$ cat config.mk
export PLATFORM = sky130hd
export DESIGN_NAME = qte_cordic_cell
export DESIGN_NICKNAME = d
export VERILOG_FILES = /design/src/sv/qte_pkg.sv /design/src/sv/qte_cordic_cell.sv
export SDC_FILE = /design/constraint.sdc
export NUM_CORES = 1
export LEC_CHECK = 0
export BUFFER_PORTS_ARGS = -buffer_cell sky130_fd_sc_hd__buf_4
export CAP_MARGIN = 20
export CORE_ASPECT_RATIO = 1.5
export CORE_UTILIZATION = 45
export CTS_BUF_LIST = sky130_fd_sc_hd__clkbuf_8
export DETAILED_ROUTE_END_ITERATION = 8
export PLACE_DENSITY = 0.72
export SLEW_MARGIN = 5
export SYNTH_ARGS = -nofsm -noshare
export SYNTH_HDL_FRONTEND = slang
export SYNTH_SLANG_ARGS = --single-unit
$ cat constraint.sdc
create_clock -name clk_i -period 16.8 [get_ports clk_i]
set_input_delay 1.68 -clock clk_i [delete_from_list [all_inputs] [get_ports clk_i]]
set_output_delay 1.68 -clock clk_i [all_outputs]
set_load 0.01 [all_outputs]
$ cat src/sv/qte_pkg.sv
package qte_pkg;

  localparam int COMPONENT_WIDTH = 16;
  localparam int CORDIC_STEPS    = 16;
  localparam int ATAN_TABLE_LEN  = 24;
  localparam int RUN_STEPS       = (CORDIC_STEPS < ATAN_TABLE_LEN) ? CORDIC_STEPS : ATAN_TABLE_LEN;
  localparam int SQRT_STEPS      = 29;
  localparam int SHIFT_R         = (COMPONENT_WIDTH > 16) ? COMPONENT_WIDTH - 16 : 0;
  localparam int SHIFT_L         = (COMPONENT_WIDTH < 16) ? 16 - COMPONENT_WIDTH : 0;

  localparam int CW = 34;
  localparam int ZW = 24;
  localparam int NW = 58;

  localparam logic signed [ZW-1:0] HALF_PI_Q20 = 24'sd1647099;
  localparam logic signed [16:0]   PITCH_LIMIT = 17'sd12868;
  localparam logic signed [16:0]   FULL_LIMIT  = 17'sd25736;

  typedef struct packed {
    logic signed [CW-1:0] x;
    logic signed [CW-1:0] y;
    logic signed [ZW-1:0] z;
    logic                 zero;
  } cvec_t;

  typedef struct packed {
    logic [NW-1:0] n;
    logic [NW-1:0] root;
  } sqv_t;

  function automatic logic signed [15:0] to_q14(logic signed [COMPONENT_WIDTH-1:0] v);
    logic signed [31:0] wide;
    wide = 32'(v);
    if (COMPONENT_WIDTH > 16) return 16'(wide >>> SHIFT_R);
    else return 16'(wide <<< SHIFT_L);
  endfunction

  function automatic logic signed [ZW-1:0] atan_q20(logic [4:0] idx);
    logic signed [ZW-1:0] r;
    unique case (idx)
      5'd0:  r = 24'sd823550;
      5'd1:  r = 24'sd486170;
      5'd2:  r = 24'sd256879;
      5'd3:  r = 24'sd130396;
      5'd4:  r = 24'sd65451;
      5'd5:  r = 24'sd32757;
      5'd6:  r = 24'sd16383;
      5'd7:  r = 24'sd8192;
      5'd8:  r = 24'sd4096;
      5'd9:  r = 24'sd2048;
      5'd10: r = 24'sd1024;
      5'd11: r = 24'sd512;
      5'd12: r = 24'sd256;
      5'd13: r = 24'sd128;
      5'd14: r = 24'sd64;
      5'd15: r = 24'sd32;
      5'd16: r = 24'sd16;
      5'd17: r = 24'sd8;
      5'd18: r = 24'sd4;
      5'd19: r = 24'sd2;
      5'd20: r = 24'sd1;
      default: r = '0;
    endcase
    return r;
  endfunction

endpackage

$ cat src/sv/qte_cordic_cell.sv
module qte_cordic_cell (
  input  logic           clk_i,
  input  logic [4:0]     step_i,
  input  qte_pkg::cvec_t v_i,
  output qte_pkg::cvec_t v_o
);
  import qte_pkg::*;

  logic signed [CW-1:0] dx, dy;
  logic signed [ZW-1:0] da;
  cvec_t                v_d, v_q;

  always_comb begin
    dx = v_i.y >>> step_i;
    dy = v_i.x >>> step_i;
    da = atan_q20(step_i);
    v_d.zero = v_i.zero;
    if (v_i.y >= 0) begin
      v_d.x = v_i.x + dx;
      v_d.y = v_i.y - dy;
      v_d.z = v_i.z + da;
    end else begin
      v_d.x = v_i.x - dx;
      v_d.y = v_i.y + dy;
      v_d.z = v_i.z - da;
    end
  end

  always_ff @(posedge clk_i) begin
    v_q <= v_d;
  end

  assign v_o = v_q;

endmodule

# Word level (Yosys, flattened, before mapping)
# Memory sizes are Yosys's and may differ from the RTL's.
# Index checks and enable logic that the tools add are counted.
[classes]
muxes = 1
addsub = 6
shift = 2
n_lt_le_gt_ge = 1
[ops]
columns = ["operator", "n"]
rows = [
  ["$mux 92", 1],
  ["$add 34x34->34", 2],
  ["$sshr 34x5->34", 2],
  ["$sub 34x34->34", 2],
  ["$ge 34x1->1 const B", 1],
  ["$add 24x24->24", 1],
  ["$sub 24x24->24", 1],
]
[word_totals]
n_memories = 1
register_bits = 93
mem_bits_ro = 640
out_inout_bits = 93
[mem_list]
columns = ["name", "depth", "width", "rd", "rd_ports_with_merged_regs", "wr", "line", "rtl"]
rows = [
  ["(no name shown)", 32, 20, 1, 0, 0, "qte_pkg.sv:40", "unique case (idx)"],
]

# Depth between registers and ports, before layout
[logic_depth]
depth_word = 3
mapped_depth = 29

# Worst setup path after synthesis
# Ideal clock, no wire load.
[synth_timing]
kind = "input to register"
startpoint = "input port step_i[4]"
endpoint = "register v_q (netlist bit v_o[58])"
setup_ps = 72
n_path_buf = 8
arrival_time_ps = 7169
stages = 25
path_slack_ps = 9559
path_cell_list = "buf_2 -> buf_2 -> buf_2 -> buf_1 -> clkbuf_1 -> buf_1 -> clkbuf_1 -> clkbuf_1 -> nand2_1 -> o21ai_0 -> ha_1 -> nand3_2 -> nor4b_4 -> nand2_1 -> o21ai_0 -> xnor2_1 -> ha_1 -> a21o_1 -> a21o_1 -> a2111oi_0 -> o41ai_1 -> o41ai_1 -> o22ai_1 -> o41ai_1 -> xnor2_1"
[synth_rtl]
columns = ["element", "line", "rtl"]
rows = [
  ["start, declared", "qte_cordic_cell.sv:3", "input logic [4:0] step_i,"],
  ["end signal, assigned", "qte_cordic_cell.sv:30", "v_q <= v_d;"],
  ["end, declared", "qte_cordic_cell.sv:11", "cvec_t v_d, v_q;"],
]

==> impl_metrics.json <==
{
  "total_power_uw": 1350,
  "synth_area_sq_um": 13900,
  "status": "completed",
  "place_hpwl_um": 40300,
  "htreeDepth": 3,
  "postCtsSetupBuffers": 0,
  "tns_ns": 0,
  "synth-seq-cells": 93,
  "setup_viol": 0,
  "synth_edf_count": 0,
  "synth_top_cell_area_share_pct": 13.4,
  "slew_viol_final": 0,
  "startpoint_type": "primary input",
  "die-area_sq_um": 31600,
  "fin_crit_sh_pct": 53.2,
  "synth.net_count": 1831,
  "slew_headroom_pct": 28.0,
  "grt_pass1_vias": 13700,
  "grt_first_pass_wirelength_um": 79100,
  "cp.required_ns": 17.11,
  "rsz0062_at_grt": "no",
  "async_reset_ff_share_pct": 0,
  "clock_tree.buffer_depth": 2,
  "ir_worst_vdd_v": 0.0000469,
  "grt_max_degree": 66,
  "maxCapViolCount": 0,
  "n_fill_cell": 2961,
  "path_max_fanout": 65,
  "largest_reg_flops": 93,
  "io_pins": 192,
  "wl_per_cell_um": 24.0,
  "start_util_pct": 45.8,
  "globalplace.congestion": 1.00,
  "synth_top_area_cell": "dfxtp_1",
  "ys_warn_count": 0,
  "vias": 14100,
  "hold_buffers": 0,
  "port_buffers": 191,
  "drtIter0Drc": 1081,
  "clk_pin_slew_ns": 0.09,
  "synthCells": 1631,
  "tritoncts": "done",
  "finalHoldViolCount": 0,
  "antenna_found_initial": 2,
  "grt_use_total_pct": 32.6,
  "via_per_inst": 6.53,
  "cts.repair.resized": 0,
  "cts-root-buf": "clkbuf_8",
  "arrival_ns": 9.25,
  "syn_area_per_cell_sq_um": 8.53,
  "synthFlopType": "dfxtp_1",
  "leakage_uw": 0.00663,
  "area_delta_synth_final_pct": 12.2,
  "rows": 78,
  "min_period_ns": 8.93,
  "die_x_um": 146,
  "grt_overflow": 0,
  "dr.pass1.iters": 7,
  "crit_path_end_kind": "flip-flop",
  "synth.area.top_cells": "dfxtp_1, mux4_2, ha_1",
  "tightest_slew_ns": 1.08,
  "powerDensity_nw_per_um2": 86.4,
  "core_area_sq_um": 30400,
  "min_path_type": "primary input to flip-flop",
  "cts-buffers-inserted": 9,
  "drc": 0,
  "ant_nets": 0,
  "path_class": "primary input to flip-flop",
  "hold_depth": 1,
  "wl_um": 52000,
  "max_freq_ghz": 0.112,
  "ys_seq_area_share_pct": 13.4,
  "drive_gt1_share_pct": 20.7,
  "fin_nets": 1959,
  "synth_cell_types": 100,
  "die_h_um": 217,
  "cts.sinks": 93
}
## cells by family (layout without fill, tap and decap cells)
kind of cell / after synthesis / in the layout / synth area share, %
other: 0 / 2 / 0
adders and majority gates: 101 / 101 / 9.24
DFF: 93 / 93 / 13.4
AOI/OAI and AO/OA: 473 / 473 / 23.1
and+or+nand+nor: 481 / 481 / 16.9
xor gates and xnor gates: 144 / 144 / 9.06
muxes: 208 / 208 / 23.1
buffers and inverters: 131 / 264 / 5.23
## power breakdown
group          internal, uW  switching [uW]  leakage, uW  total [uW]
sequential              314            24.5     0.000785         338
clock                  62.9            89.3    0.0000926         152
combinational           387             471      0.00575         858
## layout make-up
type | count | area, sq um | share of cell area [%]
Multi-Input combinational cell | 1407 | 11300 | 72.6
Clock buffer | 11 | 151 | 0.970
Clock inverter | 5 | 41.3 | 0.264
Tap cell | 400 | 500 | 3.21
Inverter | 39 | 146 | 0.938
Sequential cell | 93 | 1860 | 11.9
Timing Repair Buffer | 209 | 1570 | 10.1
Antenna cell | 2 | 5.00 | 0.0321
## worst max-delay path: stages
cell       delay [ns]
buf_6            0.50
buf_4            0.90
mux4_1           0.69
mux2i_1          0.27
nor2_1           0.09
a2111oi_1        0.76
and4_1           0.44
and4_1           0.52
a21oi_1          0.16
xor2_1           0.17
ha_1             0.36
o21ai_0          0.11
inv_1            0.07
a2111oi_0        0.60
o211ai_1         0.17
o21ai_0          0.49
o21bai_1         0.21
a2111oi_0        0.65
o41ai_1          0.20
xnor2_1          0.15
## per-stage QoR
stage / area [sq um] / worst slack [ns] / hold WS, ns / utilization, % / cells
floorplan: 13900 / 9.56 / 1.71 / - / 1631
global placement: 15400 / 7.68 / 1.79 / 50.8 / 2147
detailed placement: 15400 / 7.51 / 1.79 / 50.8 / 2147
CTS: 15600 / 7.96 / 1.33 / 51.4 / 2163
global route: 15600 / 7.33 / 1.32 / 51.4 / 2164
finish: 15600 / 7.87 / 1.35 / 51.4 / 2166
## layout by cell type (no fill, tap or decap), drive strengths merged, types with 15 or more instances in the layout
cell type | netlist | routed
a31oi | 18 | 18
xnor2 | 92 | 92
ha | 98 | 98
a211oi | 21 | 21
buf | 58 | 209
o21bai | 16 | 16
dfxtp | 93 | 93
inv | 38 | 40
nand2b | 15 | 15
nand2 | 156 | 156
mux2i | 96 | 96
nor3 | 30 | 30
a21oi | 119 | 119
mux4 | 80 | 80
and3 | 20 | 20
o21ai | 85 | 85
nor2b | 25 | 25
a21o | 47 | 47
nor2 | 127 | 127
nand3 | 28 | 28
mux2 | 32 | 32
xor2 | 52 | 52
## path summary, 6_finish.rpt
check	start	endpoint	slack (ns)
worst max-delay path	step_i[0]	v_o[92]	7.87
worst min-delay path	v_i[0]	v_o[0]	1.35
## layer usage
layer | vias up | wire length (um) | track usage [%]
li1 | 6446 | - | -
met1 | 6768 | 19100 | 36.4
met2 | 731 | 25000 | 55.5
met3 | 202 | 4210 | 7.15
met4 | 2 | 3730 | 22.4
met5 | - | 18 | 0
## synthesized netlist by cell type (6+ instances only)
| cell | n |
|---|---|
| buf_4 | 15 |
| o21ai_0 | 80 |
| clkbuf_1 | 33 |
| a2111oi_0 | 7 |
| o211ai_1 | 11 |
| xor2_1 | 52 |
| a211o_1 | 7 |
| a221oi_1 | 9 |
| buf_2 | 21 |
| inv_1 | 37 |
| mux4_1 | 11 |
| o21a_1 | 14 |
| ha_1 | 98 |
| a21oi_1 | 119 |
| nor3_1 | 27 |
| and2_1 | 13 |
| a21boi_0 | 10 |
| nand4_1 | 12 |
| a22oi_1 | 12 |
| buf_1 | 9 |
| and3_1 | 20 |
| mux4_2 | 68 |
| nand3_1 | 26 |
| mux2_2 | 30 |
| nand2b_1 | 15 |
| o21bai_1 | 16 |
| mux2i_1 | 93 |
| o22ai_1 | 13 |
| nor2b_1 | 25 |
| a211oi_1 | 19 |
| nand2_1 | 156 |
| buf_6 | 7 |
| a31oi_1 | 18 |
| or3_1 | 10 |
| or2_2 | 11 |
| nor2_1 | 127 |
| xnor2_1 | 92 |
| dfxtp_1 | 93 |
| buf_12 | 6 |
| a21o_1 | 47 |
| o31ai_1 | 14 |
No activity file was read; power rests on OpenSTA's default activity.
