==> src/sv/qte_pkg.sv <==
package qte_pkg;

  localparam int COMPONENT_WIDTH = 16;
  localparam int CORDIC_STEPS    = 16;
  localparam int ATAN_TABLE_LEN  = 24;
  localparam int RUN_STEPS       = (CORDIC_STEPS < ATAN_TABLE_LEN) ? CORDIC_STEPS : ATAN_TABLE_LEN;
  localparam int SQRT_STEPS      = 29;
  localparam int SHIFT_R         = (COMPONENT_WIDTH > 16) ? COMPONENT_WIDTH - 16 : 0;
  localparam int SHIFT_L         = (COMPONENT_WIDTH < 16) ? 16 - COMPONENT_WIDTH : 0;

  localparam int CW = 34;
  localparam int ZW = 24;
  localparam int NW = 58;

  localparam logic signed [ZW-1:0] HALF_PI_Q20 = 24'sd1647099;
  localparam logic signed [16:0]   PITCH_LIMIT = 17'sd12868;
  localparam logic signed [16:0]   FULL_LIMIT  = 17'sd25736;

  typedef struct packed {
    logic signed [CW-1:0] x;
    logic signed [CW-1:0] y;
    logic signed [ZW-1:0] z;
    logic                 zero;
  } cvec_t;

  typedef struct packed {
    logic [NW-1:0] n;
    logic [NW-1:0] root;
  } sqv_t;

  function automatic logic signed [15:0] to_q14(logic signed [COMPONENT_WIDTH-1:0] v);
    logic signed [31:0] wide;
    wide = 32'(v);
    if (COMPONENT_WIDTH > 16) return 16'(wide >>> SHIFT_R);
    else return 16'(wide <<< SHIFT_L);
  endfunction

  function automatic logic signed [ZW-1:0] atan_q20(logic [4:0] idx);
    logic signed [ZW-1:0] r;
    unique case (idx)
      5'd0:  r = 24'sd823550;
      5'd1:  r = 24'sd486170;
      5'd2:  r = 24'sd256879;
      5'd3:  r = 24'sd130396;
      5'd4:  r = 24'sd65451;
      5'd5:  r = 24'sd32757;
      5'd6:  r = 24'sd16383;
      5'd7:  r = 24'sd8192;
      5'd8:  r = 24'sd4096;
      5'd9:  r = 24'sd2048;
      5'd10: r = 24'sd1024;
      5'd11: r = 24'sd512;
      5'd12: r = 24'sd256;
      5'd13: r = 24'sd128;
      5'd14: r = 24'sd64;
      5'd15: r = 24'sd32;
      5'd16: r = 24'sd16;
      5'd17: r = 24'sd8;
      5'd18: r = 24'sd4;
      5'd19: r = 24'sd2;
      5'd20: r = 24'sd1;
      default: r = '0;
    endcase
    return r;
  endfunction

endpackage

==> src/sv/qte_sqrt_cell.sv <==
module qte_sqrt_cell (
  input  logic               clk_i,
  input  logic [4:0]         step_i,
  input  qte_pkg::sqv_t      v_i,
  output qte_pkg::sqv_t      v_o
);
  import qte_pkg::*;

  logic [NW-1:0] bitv;
  logic [NW-1:0] trial;
  sqv_t          v_d, v_q;

  always_comb begin
    bitv  = NW'(1) << (7'(step_i) << 1);
    trial = v_i.root + bitv;
    if (v_i.n >= trial) begin
      v_d.n    = v_i.n - trial;
      v_d.root = (v_i.root >> 1) + bitv;
    end else begin
      v_d.n    = v_i.n;
      v_d.root = v_i.root >> 1;
    end
  end

  always_ff @(posedge clk_i) begin
    v_q <= v_d;
  end

  assign v_o = v_q;

endmodule

==> config.mk <==
export PLATFORM = sky130hd
export DESIGN_NAME = qte_sqrt_cell
export DESIGN_NICKNAME = d
export VERILOG_FILES = /design/src/sv/qte_pkg.sv /design/src/sv/qte_sqrt_cell.sv
export SDC_FILE = /design/constraint.sdc
export NUM_CORES = 1
export LEC_CHECK = 0
export ABC_AREA = 1
export BUFFER_PORTS_ARGS = -buffer_cell sky130_fd_sc_hd__buf_2
export CORE_MARGIN = 5
export CORE_UTILIZATION = 50
export CTS_BUF_LIST = sky130_fd_sc_hd__clkbuf_8
export DETAILED_ROUTE_END_ITERATION = 7
export PLACE_DENSITY = 0.72
export SETUP_SLACK_MARGIN = 0.5
export SYNTH_ARGS = -nofsm -noshare
export SYNTH_HDL_FRONTEND = slang
export SYNTH_SLANG_ARGS = --single-unit
==> constraint.sdc <==
create_clock -name clk_i -period 11.7 [get_ports clk_i]
set_input_delay 1.755 -clock clk_i [delete_from_list [all_inputs] [get_ports clk_i]]
set_output_delay 1.755 -clock clk_i [all_outputs]
set_load 0.01 [all_outputs]
* Yosys cells after proc, flatten, opt, wreduce, memory -nomap -nowiden
Cells that the tools add are included.
Storage, ports and cells: bits in registers 116, output and inout port bits 116, input port bits 122, word-level logic and storage cells 9
Operators by class: multiplexer cells 1, order comparisons 1, add/subtract/negate cells 3, shifts and indexed selects 1
Operators by type and width (count):
- $mux 116 | 1
- $add 57x58->58 | 1
- $add 58x58->58 | 1
- $ge 58x58->1 | 1
- $shl 1x6->58 const A | 1
- $sub 58x58->58 | 1

* Longest topological paths before layout
Gate-level depths: netlist of the first run.
depth after elaboration 4, mapped depth 32

* Least setup slack after synthesis of the first run
OpenSTA, ideal clock, no wires.
path kind input to register, start input port step_i[1], end register v_q, in the netlist v_o[100], data arrival time 5.295 ns, library setup time 0.129 ns, stages on the path 29, path buffers 3, slack 6.276 ns, cell sequence buf_2 nor2_2 nand2_1 nor3_1 ha_1 ha_1 nand2_1 nand2_1 nand2_1 nand2_1 nand3_1 nand3b_1 nand2_1 nand3b_1 nand2_1 ha_1 nand2_1 nor2_1 inv_1 nor2_1 inv_1 nor4_1 nand2_1 nand3_2 inv_2 clkbuf_1 buf_2 nand2_1 o21ai_0
RTL lines:
- start, declared | line qte_sqrt_cell.sv:3 | input logic [4:0] step_i,
- end signal, assigned | line qte_sqrt_cell.sv:26 | v_q <= v_d;
- end, declared | line qte_sqrt_cell.sv:11 | sqv_t v_d, v_q;

==> results.md, run 1 <==
* Result of the run: finished clean
* Register area share after synthesis at 15.35%
* Antenna violation net count after detailed routing at 0
* Final HPWL DP at 56,680 um
* Transition time at the pin with the least slew margin at 1.056 ns
* Maximum number of pins on one net before global-route repair at 114
* Number of gates given a new drive strength after cts at 0
* Post-synth top area cell: sky130_fd_sc_hd__nand2_1
* Number of buffers inserted by post-CTS setup repair at 0
* # DRC at 0
* Crit Path Max Fanout at 79
* Nature of the critical path endpoint: register
* Critical path data arrival time at 8.35 ns
* Number of max-cap violations at 0
* Total Nets Final at 3,261
* Req. time, crit path at 12.11 ns
* Highest Signal Layer: met5
* Mapped Nets at 3,032
* Cts-stage hold buffer count at 0
* Startpoint Class: primary input
* Area of the placeable core at 29,800 sq um
* Total congestion overflow after global routing at 0
* Share of layout cells above drive strength 1 at 9.567%
* Total clock buffers created by CTS at 17
* Total length of routed wires at 67,240 um
* Power density normalized to cell area at 89.09 nW/um^2
* Starting Density at 50.78%
* Final cycle utilization of the critical path at 67.88%
* Count of standard-cell rows at 63
* Antenna violations before repair at 1
* Worst min-delay path endpoint: v_o[114]
* Floorplan die area at 33,840 sq um
* Setup TNS at 0 ns
* Leading cell types in the layout, fill and taps excluded: sky130_fd_sc_hd__nand2_1, sky130_fd_sc_hd__inv_1, sky130_fd_sc_hd__nor2_1, sky130_fd_sc_hd__buf_2, sky130_fd_sc_hd__nand3_1
* First-pass GRT wire length at 100,600 um
* CTS clock-pin slew for the worst setup and hold paths at 0.08 ns
* IR Drop Worst-Case VDD at 64.67 uV
* Starting DRC count in detailed routing at 2,130
* Slew headroom at 29.57%
* TritonCTS clock tree: yes
* Synth area leaders: sky130_fd_sc_hd__nand2_1, sky130_fd_sc_hd__dfxtp_1, sky130_fd_sc_hd__inv_1
* Mean Syn Cell Area at 5.383 sq um
* Number of detailed-routing iterations run before antenna repair at 7
* Final hold viol count at 0
* Met1 layer wirelength in the final routing at 25,650 um
* Overall via count from detail_route at 19,560
* Number of sinks on the clock net at 116
* Post-Synthesis Cell Area at 15,130 sq um
* Fin crit period at 7.942 ns
* Worst path setup slack after routing at 3.758 ns
* Mean routed wirelength per cell at 19.53 um
* Critical path class: primary input to register
* Number of cells traversed by the worst hold path at 3
* Fillers at 3,151
* Post-Synthesis Cells at 2,811
* Number of global-route vias before repair at 18,450
* Number of flip-flops in the largest register at 116
* IO Port Bufs at 237
* Setup violators final at 0
* Achievable Freq at 125.9 MHz
* Buffers from clock root to sink, at most at 2
* Final estimated routing congestion in global placement at 1.127
* Worst hold path type: primary input to register
* DR WL met3 at 5792 um
* Via-per-instance ratio at 5.683
* Root buffer selected by CTS: sky130_fd_sc_hd__clkbuf_8
* Number of distinct standard cells referenced by the synthesized netlist at 40
* Routed length on met2 at 30,330 um
* Area growth from synthesis to layout at 12.96%
* Depth of the CTS H-tree at 4
* Total track usage at 38.46%
* Vertical extent of the die at 184.0 um
* Post-Place Worst Slack at 3.549 ns
* Unrepaired setup endpoints after global routing: no
* Top-Level Pins at 238
* Max-slew violations at 0
* Register bit count reported by yosys at 116
* Area share of the leading cell type in the synthesized netlist at 22.87%
* Leakage at 8.899 nW
* Most common library cell in the layout ignoring fill and taps: sky130_fd_sc_hd__nand2_1
* Count of synthesis-stage warnings from yosys at 0
* Start point of the worst hold path: v_i[114]
* Width of the die at 184.0 um
* ANT cells at 0
* Power, Total at 1.523 mW
worst max-delay path: stages:
cell	delay [ns]
sky130_fd_sc_hd__buf_2	0.17
sky130_fd_sc_hd__inv_1	0.21
sky130_fd_sc_hd__nand3_1	0.24
sky130_fd_sc_hd__nor3_1	0.56
sky130_fd_sc_hd__ha_1	0.29
sky130_fd_sc_hd__nand2_1	0.10
sky130_fd_sc_hd__o21ai_0	0.47
sky130_fd_sc_hd__nand2_1	0.14
sky130_fd_sc_hd__o21ai_0	0.34
sky130_fd_sc_hd__o21bai_1	0.23
sky130_fd_sc_hd__inv_1	0.09
sky130_fd_sc_hd__nand3b_1	0.09
sky130_fd_sc_hd__nand2_1	0.10
sky130_fd_sc_hd__ha_1	0.43
sky130_fd_sc_hd__nand2_1	0.12
sky130_fd_sc_hd__nor2_1	0.17
sky130_fd_sc_hd__inv_1	0.09
sky130_fd_sc_hd__nor2_1	0.14
sky130_fd_sc_hd__inv_1	0.10
sky130_fd_sc_hd__nor4_1	0.72
sky130_fd_sc_hd__nand2_1	0.20
sky130_fd_sc_hd__nand3_4	0.37
sky130_fd_sc_hd__buf_4	0.72
sky130_fd_sc_hd__nand3_1	0.19
sky130_fd_sc_hd__xor2_1	0.19
cell type report:
| type | instances | area [sq um] | share of cell area, % |
|---|---|---|---|
| Clock buffer | 19 | 261.5 | 1.530 |
| Tap cell | 390 | 488.0 | 2.855 |
| Timing Repair Buffer | 240 | 1209 | 7.072 |
| Multi-Input combinational cell | 2233 | 11050 | 64.66 |
| Clock inverter | 12 | 138.9 | 0.8126 |
| Sequential cell | 116 | 2322 | 13.59 |
| Inverter | 432 | 1622 | 9.488 |
power breakdown:
part	switching [mW]	internal, mW	leakage, nW	total, mW
logic	0.426	0.209	7.71	0.635
clock network	0.195	0.217	0.213	0.412
registers	0.0163	0.460	0.978	0.476
routing by layer:
metal	vias to the layer above	global-route usage [%]
li1	9448	-
met1	8661	45.73
met2	1180	63.79
met3	269	5.797
met4	2	26.23
met5	-	0
cells in the mapped netlist (all sizes together):
cell and count:
clkbuf 9, a21boi 7, o31ai 2, nor2 377, nand2 922, inv 432, o311ai 1, a31oi 19
xnor2 42, or2 4, nor3 49, o211ai 9, a211oi 1, a21oi 134, nor4 9, o21ai 193
nand3 191, o2111ai 1, xor2 53, o21bai 22, and3 5, dfxtp 116, nand4 37, nand3b 26
o22ai 2, fa 1, o21a 8, a21o 16, ha 98, buf 21, and2 4
worst max-delay path by stage:
stage | from | slack [ns] | cells past startpoint | endpoint
after floorplan | step_i[1] | 6.28 | 29 | v_o[100]
after global placement | step_i[2] | 3.52 | 26 | v_o[55]
after detailed placement | step_i[2] | 3.55 | 25 | v_o[11]
after CTS | step_i[2] | 4.08 | 25 | v_o[11]
after global routing | step_i[4] | 3.40 | 26 | v_o[43]
final | step_i[2] | 3.76 | 25 | v_o[11]
per-stage QoR:
step                      hold WS [ns]  util (%)  cell area (sq um)  std cells
final                            1.457     57.36              17090       3442
after floorplan                  1.852         -              15130       2811
after detailed placement         1.981     56.02              16690       3411
after global routing             1.452     57.36              17090       3442
after global placement           1.970     56.02              16690       3411
after CTS                        1.449     57.36              17090       3442
kinds of logic (layout without fill, tap and decap cells):
group                      after synthesis  in the layout  share of synthesized area [%]
AOI/OAI and AO/OA                      415            415                          15.03
xor gates and xnor gates                95             95                          5.499
adders and majority gates               99             99                          8.236
buffers and inverters                  462            703                          11.67
DFF                                    116            116                          15.35
and+or+nand+nor                       1624           1624                          44.22
Note: power is estimated with default switching activity, not from simulation.
==> run 2: changes to the inputs <==
Settings changed: ABC_AREA 1 to 0, PLACE_DENSITY 0.72 to 0.73.
Clock period 11.7 ns to 8.25 ns, I/O delays scaled along.
==> results.md, run 2 <==
* Depth of the CTS H-tree at 4 (unchanged)
* IO Port Bufs at 237 (unchanged)
* Transition time at the pin with the least slew margin at 0.7217 ns (was 1.056 ns)
* Vertical extent of the die at 166.2 um (was 184.0 um)
* Post-Place Worst Slack at 0.6681 ns (was 3.549 ns)
* Worst min-delay path endpoint: v_o[72] (was v_o[114])
* Post-Synthesis Cells at 1,664 (was 2,811)
* Post-Route Utilization at 57.65% (was 57.36%)
* Leading cell types in the layout, fill and taps excluded: sky130_fd_sc_hd__buf_2, sky130_fd_sc_hd__nor2_1, sky130_fd_sc_hd__nand2_1, sky130_fd_sc_hd__a21oi_1, sky130_fd_sc_hd__dfxtp_1 (was sky130_fd_sc_hd__nand2_1, sky130_fd_sc_hd__inv_1, sky130_fd_sc_hd__nor2_1, sky130_fd_sc_hd__buf_2, sky130_fd_sc_hd__nand3_1)
* Mapped Nets at 1,885 (was 3,032)
* Leakage at 6.112 nW (was 8.899 nW)
* Worst path slowest cell: sky130_fd_sc_hd__ha_1 (was sky130_fd_sc_hd__nor4_1)
* Count of standard-cell rows at 57 (was 63)
* Mean routed wirelength per cell at 18.87 um (was 19.53 um)
* Setup violators final at 0 (unchanged)
* Max-slew violations at 0 (unchanged)
* Number of max-cap violations at 0 (unchanged)
* Overall via count from detail_route at 13,110 (was 19,560)
* Number of cells traversed by the worst hold path at 3 (unchanged)
* Number of sinks on the clock net at 116 (unchanged)
* Critical path class: primary input to register (unchanged)
* Unrepaired setup endpoints after global routing: no (unchanged)
* Fraction of synthesized area in multiplexers at 0.1743% (was 0%)
* Register bit count reported by yosys at 116 (unchanged)
* Power density normalized to cell area at 149.1 nW/um^2 (was 89.09 nW/um^2)
* CTS clock-pin slew for the worst setup and hold paths at 0.07 ns (was 0.08 ns)
* IR Drop Worst-Case VDD at 80.79 uV (was 64.67 uV)
* Compound-gate portion of the synthesized area at 29.47% (was 15.03%)
* Final cycle utilization of the critical path at 87.82%
* Top_reg_cell synth: sky130_fd_sc_hd__dfxtp_1 (unchanged)
* Synth area leaders: sky130_fd_sc_hd__dfxtp_1, sky130_fd_sc_hd__ha_1, sky130_fd_sc_hd__xnor2_1 (was sky130_fd_sc_hd__nand2_1, sky130_fd_sc_hd__dfxtp_1, sky130_fd_sc_hd__inv_1)
* Nature of the critical path endpoint: register (unchanged)
* Peak per-stage delay on the critical path at 0.48 ns (was 0.72 ns)
* Most common library cell in the layout ignoring fill and taps: sky130_fd_sc_hd__buf_2 (was sky130_fd_sc_hd__nand2_1)
* DR WL met3 at 3386 um (was 5792 um)
* Post-Synthesis Cell Area at 12,200 sq um (was 15,130 sq um)
* Mean Syn Cell Area at 7.332 sq um (was 5.383 sq um)
* Width of the die at 166.2 um (was 184.0 um)
* Antenna violation net count after detailed routing at 0 (unchanged)
* Req. time, crit path at 8.63 ns (was 12.11 ns)
* Number of detailed-routing iterations run before antenna repair at 6 (was 7)
* Total clock buffers created by CTS at 17 (unchanged)
* Total track usage at 28.43% (was 38.46%)
* Buffers from clock root to sink, at most at 2 (unchanged)
* Post-synthesis xor/xnor area fraction at 12.91% (was 5.499%)
* Starting DRC count in detailed routing at 1,297 (was 2,130)
* Total Nets Final at 2,064 (was 3,261)
* Placed Cells at 2,148 (was 3,411)
* # DRC at 0 (unchanged)
* Number of distinct standard cells referenced by the synthesized netlist at 93 (was 40)
* Area share of the leading cell type in the synthesized netlist at 19.03% (was 22.87%)
* Setup TNS at 0 ns (unchanged)
* Starting Density at 50.46% (was 50.78%)
* Result of the run: finished clean (unchanged)
* Achievable Freq at 138.0 MHz
* Number of global-route vias before repair at 12,470 (was 18,450)
* Number of gates given a new drive strength after cts at 0 (unchanged)
* TritonCTS clock tree: yes (unchanged)
* Crit Path Max Fanout at 34 (was 79)
* Floorplan die area at 27,620 sq um (was 33,840 sq um)
* Post-synth top area cell: sky130_fd_sc_hd__dfxtp_1 (was sky130_fd_sc_hd__nand2_1)
* Number of buffers inserted by post-CTS setup repair at 0 (unchanged)
* Final HPWL DP at 33,250 um (was 56,680 um)
* Worst hold path type: primary input to register (unchanged)
* Adder and majority gate portion of the synthesized area at 10.62% (was 8.236%)
* Area growth from synthesis to layout at 14.23% (was 12.96%)
* Start point of the worst hold path: v_i[72] (was v_i[114])
* ANT cells at 0 (unchanged)
* Routed length on met2 at 17,970 um (was 30,330 um)
* Maximum number of pins on one net before global-route repair at 86 (was 114)
* Register area share after synthesis at 19.03% (was 15.35%)
* Critical path data arrival time at 7.62 ns (was 8.35 ns)
* Count of synthesis-stage warnings from yosys at 0 (unchanged)
* Synth async-reset ratio at 0% (unchanged)
* Slew headroom at 50.64% (was 29.57%)
* Post-synth EDFFs at 0 (unchanged)
* Top post-synthesis cells by count: sky130_fd_sc_hd__nand2_1, sky130_fd_sc_hd__nor2_1, sky130_fd_sc_hd__a21oi_1 (was sky130_fd_sc_hd__nand2_1, sky130_fd_sc_hd__inv_1, sky130_fd_sc_hd__nor2_1)
* First-pass GRT wire length at 65,460 um (was 100,600 um)
* Top-Level Pins at 238 (unchanged)
* Total congestion overflow after global routing at 0 (unchanged)
* Total length of routed wires at 41,110 um (was 67,240 um)
* Final cell count without fillers at 2,179 (was 3,442)
* Area of the placeable core at 24,180 sq um (was 29,800 sq um)
* Met1 layer wirelength in the final routing at 18,940 um (was 25,650 um)
* Share of layout cells above drive strength 1 at 18.49% (was 9.567%)
* Via-per-instance ratio at 6.016 (was 5.683)
* Basic-gate share of the synthesized area counting and, or, nand and nor cells at 23.13% (was 44.22%)
* Final hold viol count at 0 (unchanged)
* Antenna violations before repair at 0 (was 1)
* Most frequent CP cell: sky130_fd_sc_hd__a21oi_1 (was sky130_fd_sc_hd__nand2_1)
* Highest Signal Layer: met4 (was met5)
* Fin crit period at 7.245 ns
* Startpoint Class: primary input (unchanged)
* Final estimated routing congestion in global placement at 0.9834 (was 1.127)
* Cts-stage hold buffer count at 0 (unchanged)
* Worst path setup slack after routing at 1.005 ns (was 3.758 ns)
* Root buffer selected by CTS: sky130_fd_sc_hd__clkbuf_8 (unchanged)
* Largest family of logic cells by synthesized area: compound AO/OA/AOI/OAI gates (was simple AND/OR/NAND/NOR gates)
* Number of flip-flops in the largest register at 116 (unchanged)
[run 2: cell types whose count changed after synthesis, sizes merged, moves of 20 or more]
| cell | previous run | this run |
|---|---|---|
| xnor2 | 42 | 114 |
| nand3 | 191 | 37 |
| a21oi | 134 | 159 |
| a31oi | 19 | 41 |
| nand2 | 922 | 165 |
| and2 | 4 | 24 |
| clkbuf | 9 | 55 |
| inv | 432 | 46 |
| a21o | 16 | 50 |
| nor2 | 377 | 171 |
| o21ai | 193 | 114 |
| o31ai | 2 | 22 |
[run 2: area by class of cell]
class                      instances  area (sq um)
fill                            2293         10240
sequential                       116          2322
timing repair buffer             251          1316
clock buffer                      20         275.3
clock inverter                    11         133.9
tap                              324         405.4
inverter                          46         172.7
multi-input combinational       1411          9311
[run 2: worst max-delay path: cells and delay by family]
kind / cells / cell delay [ns]
adders and majority gates: 2 / 0.78
AOI/OAI and AO/OA: 12 / 2.81
and+or+nand+nor: 7 / 1.72
xor gates and xnor gates: 1 / 0.15
buffers and inverters: 3 / 0.90
[run 2: worst max-delay path by stage]
stage	startpoint	end	slack, ns
detailed placement	step_i[0]	v_o[63]	0.67
global route	step_i[0]	v_o[63]	0.58
global placement	step_i[0]	v_o[73]	0.90
floorplan	step_i[2]	v_o[81]	1.65
CTS	step_i[0]	v_o[63]	1.12
finish	step_i[0]	v_o[63]	1.01
[run 2: through the flow]
stage / total power, mW / hold WS (ns) / area [sq um]
after floorplan: 1.217 / 1.334 / 12200
after global placement: 1.485 / 1.461 / 13530
after detailed placement: 1.489 / 1.457 / 13530
after CTS: 2.073 / 0.9858 / 13940
after global routing: 2.195 / 0.9857 / 13940
final: 2.078 / 1.010 / 13940
[run 2: kinds of logic after synthesis]
group                    after synthesis
XOR/XNOR                             179
buffers and inverters                137
adder cells (fa/ha/maj)              104
multiplexers                           2
AND/OR/NAND/NOR                      577
AO/OA/AOI/OAI                        549
flip-flops                           116
[run 2: power breakdown]
part | switching, mW | total, mW | internal, mW | leakage (nW)
logic | 0.506 | 0.823 | 0.318 | 4.92
registers | 0.0231 | 0.671 | 0.648 | 0.978
clock network | 0.266 | 0.583 | 0.318 | 0.211
[run 2: metal layers]
metal,up-vias,track usage [%]
met2,604,45.33
met5,-,0
met3,60,5.070
met4,0,6.815
met1,6033,40.01
li1,6411,-
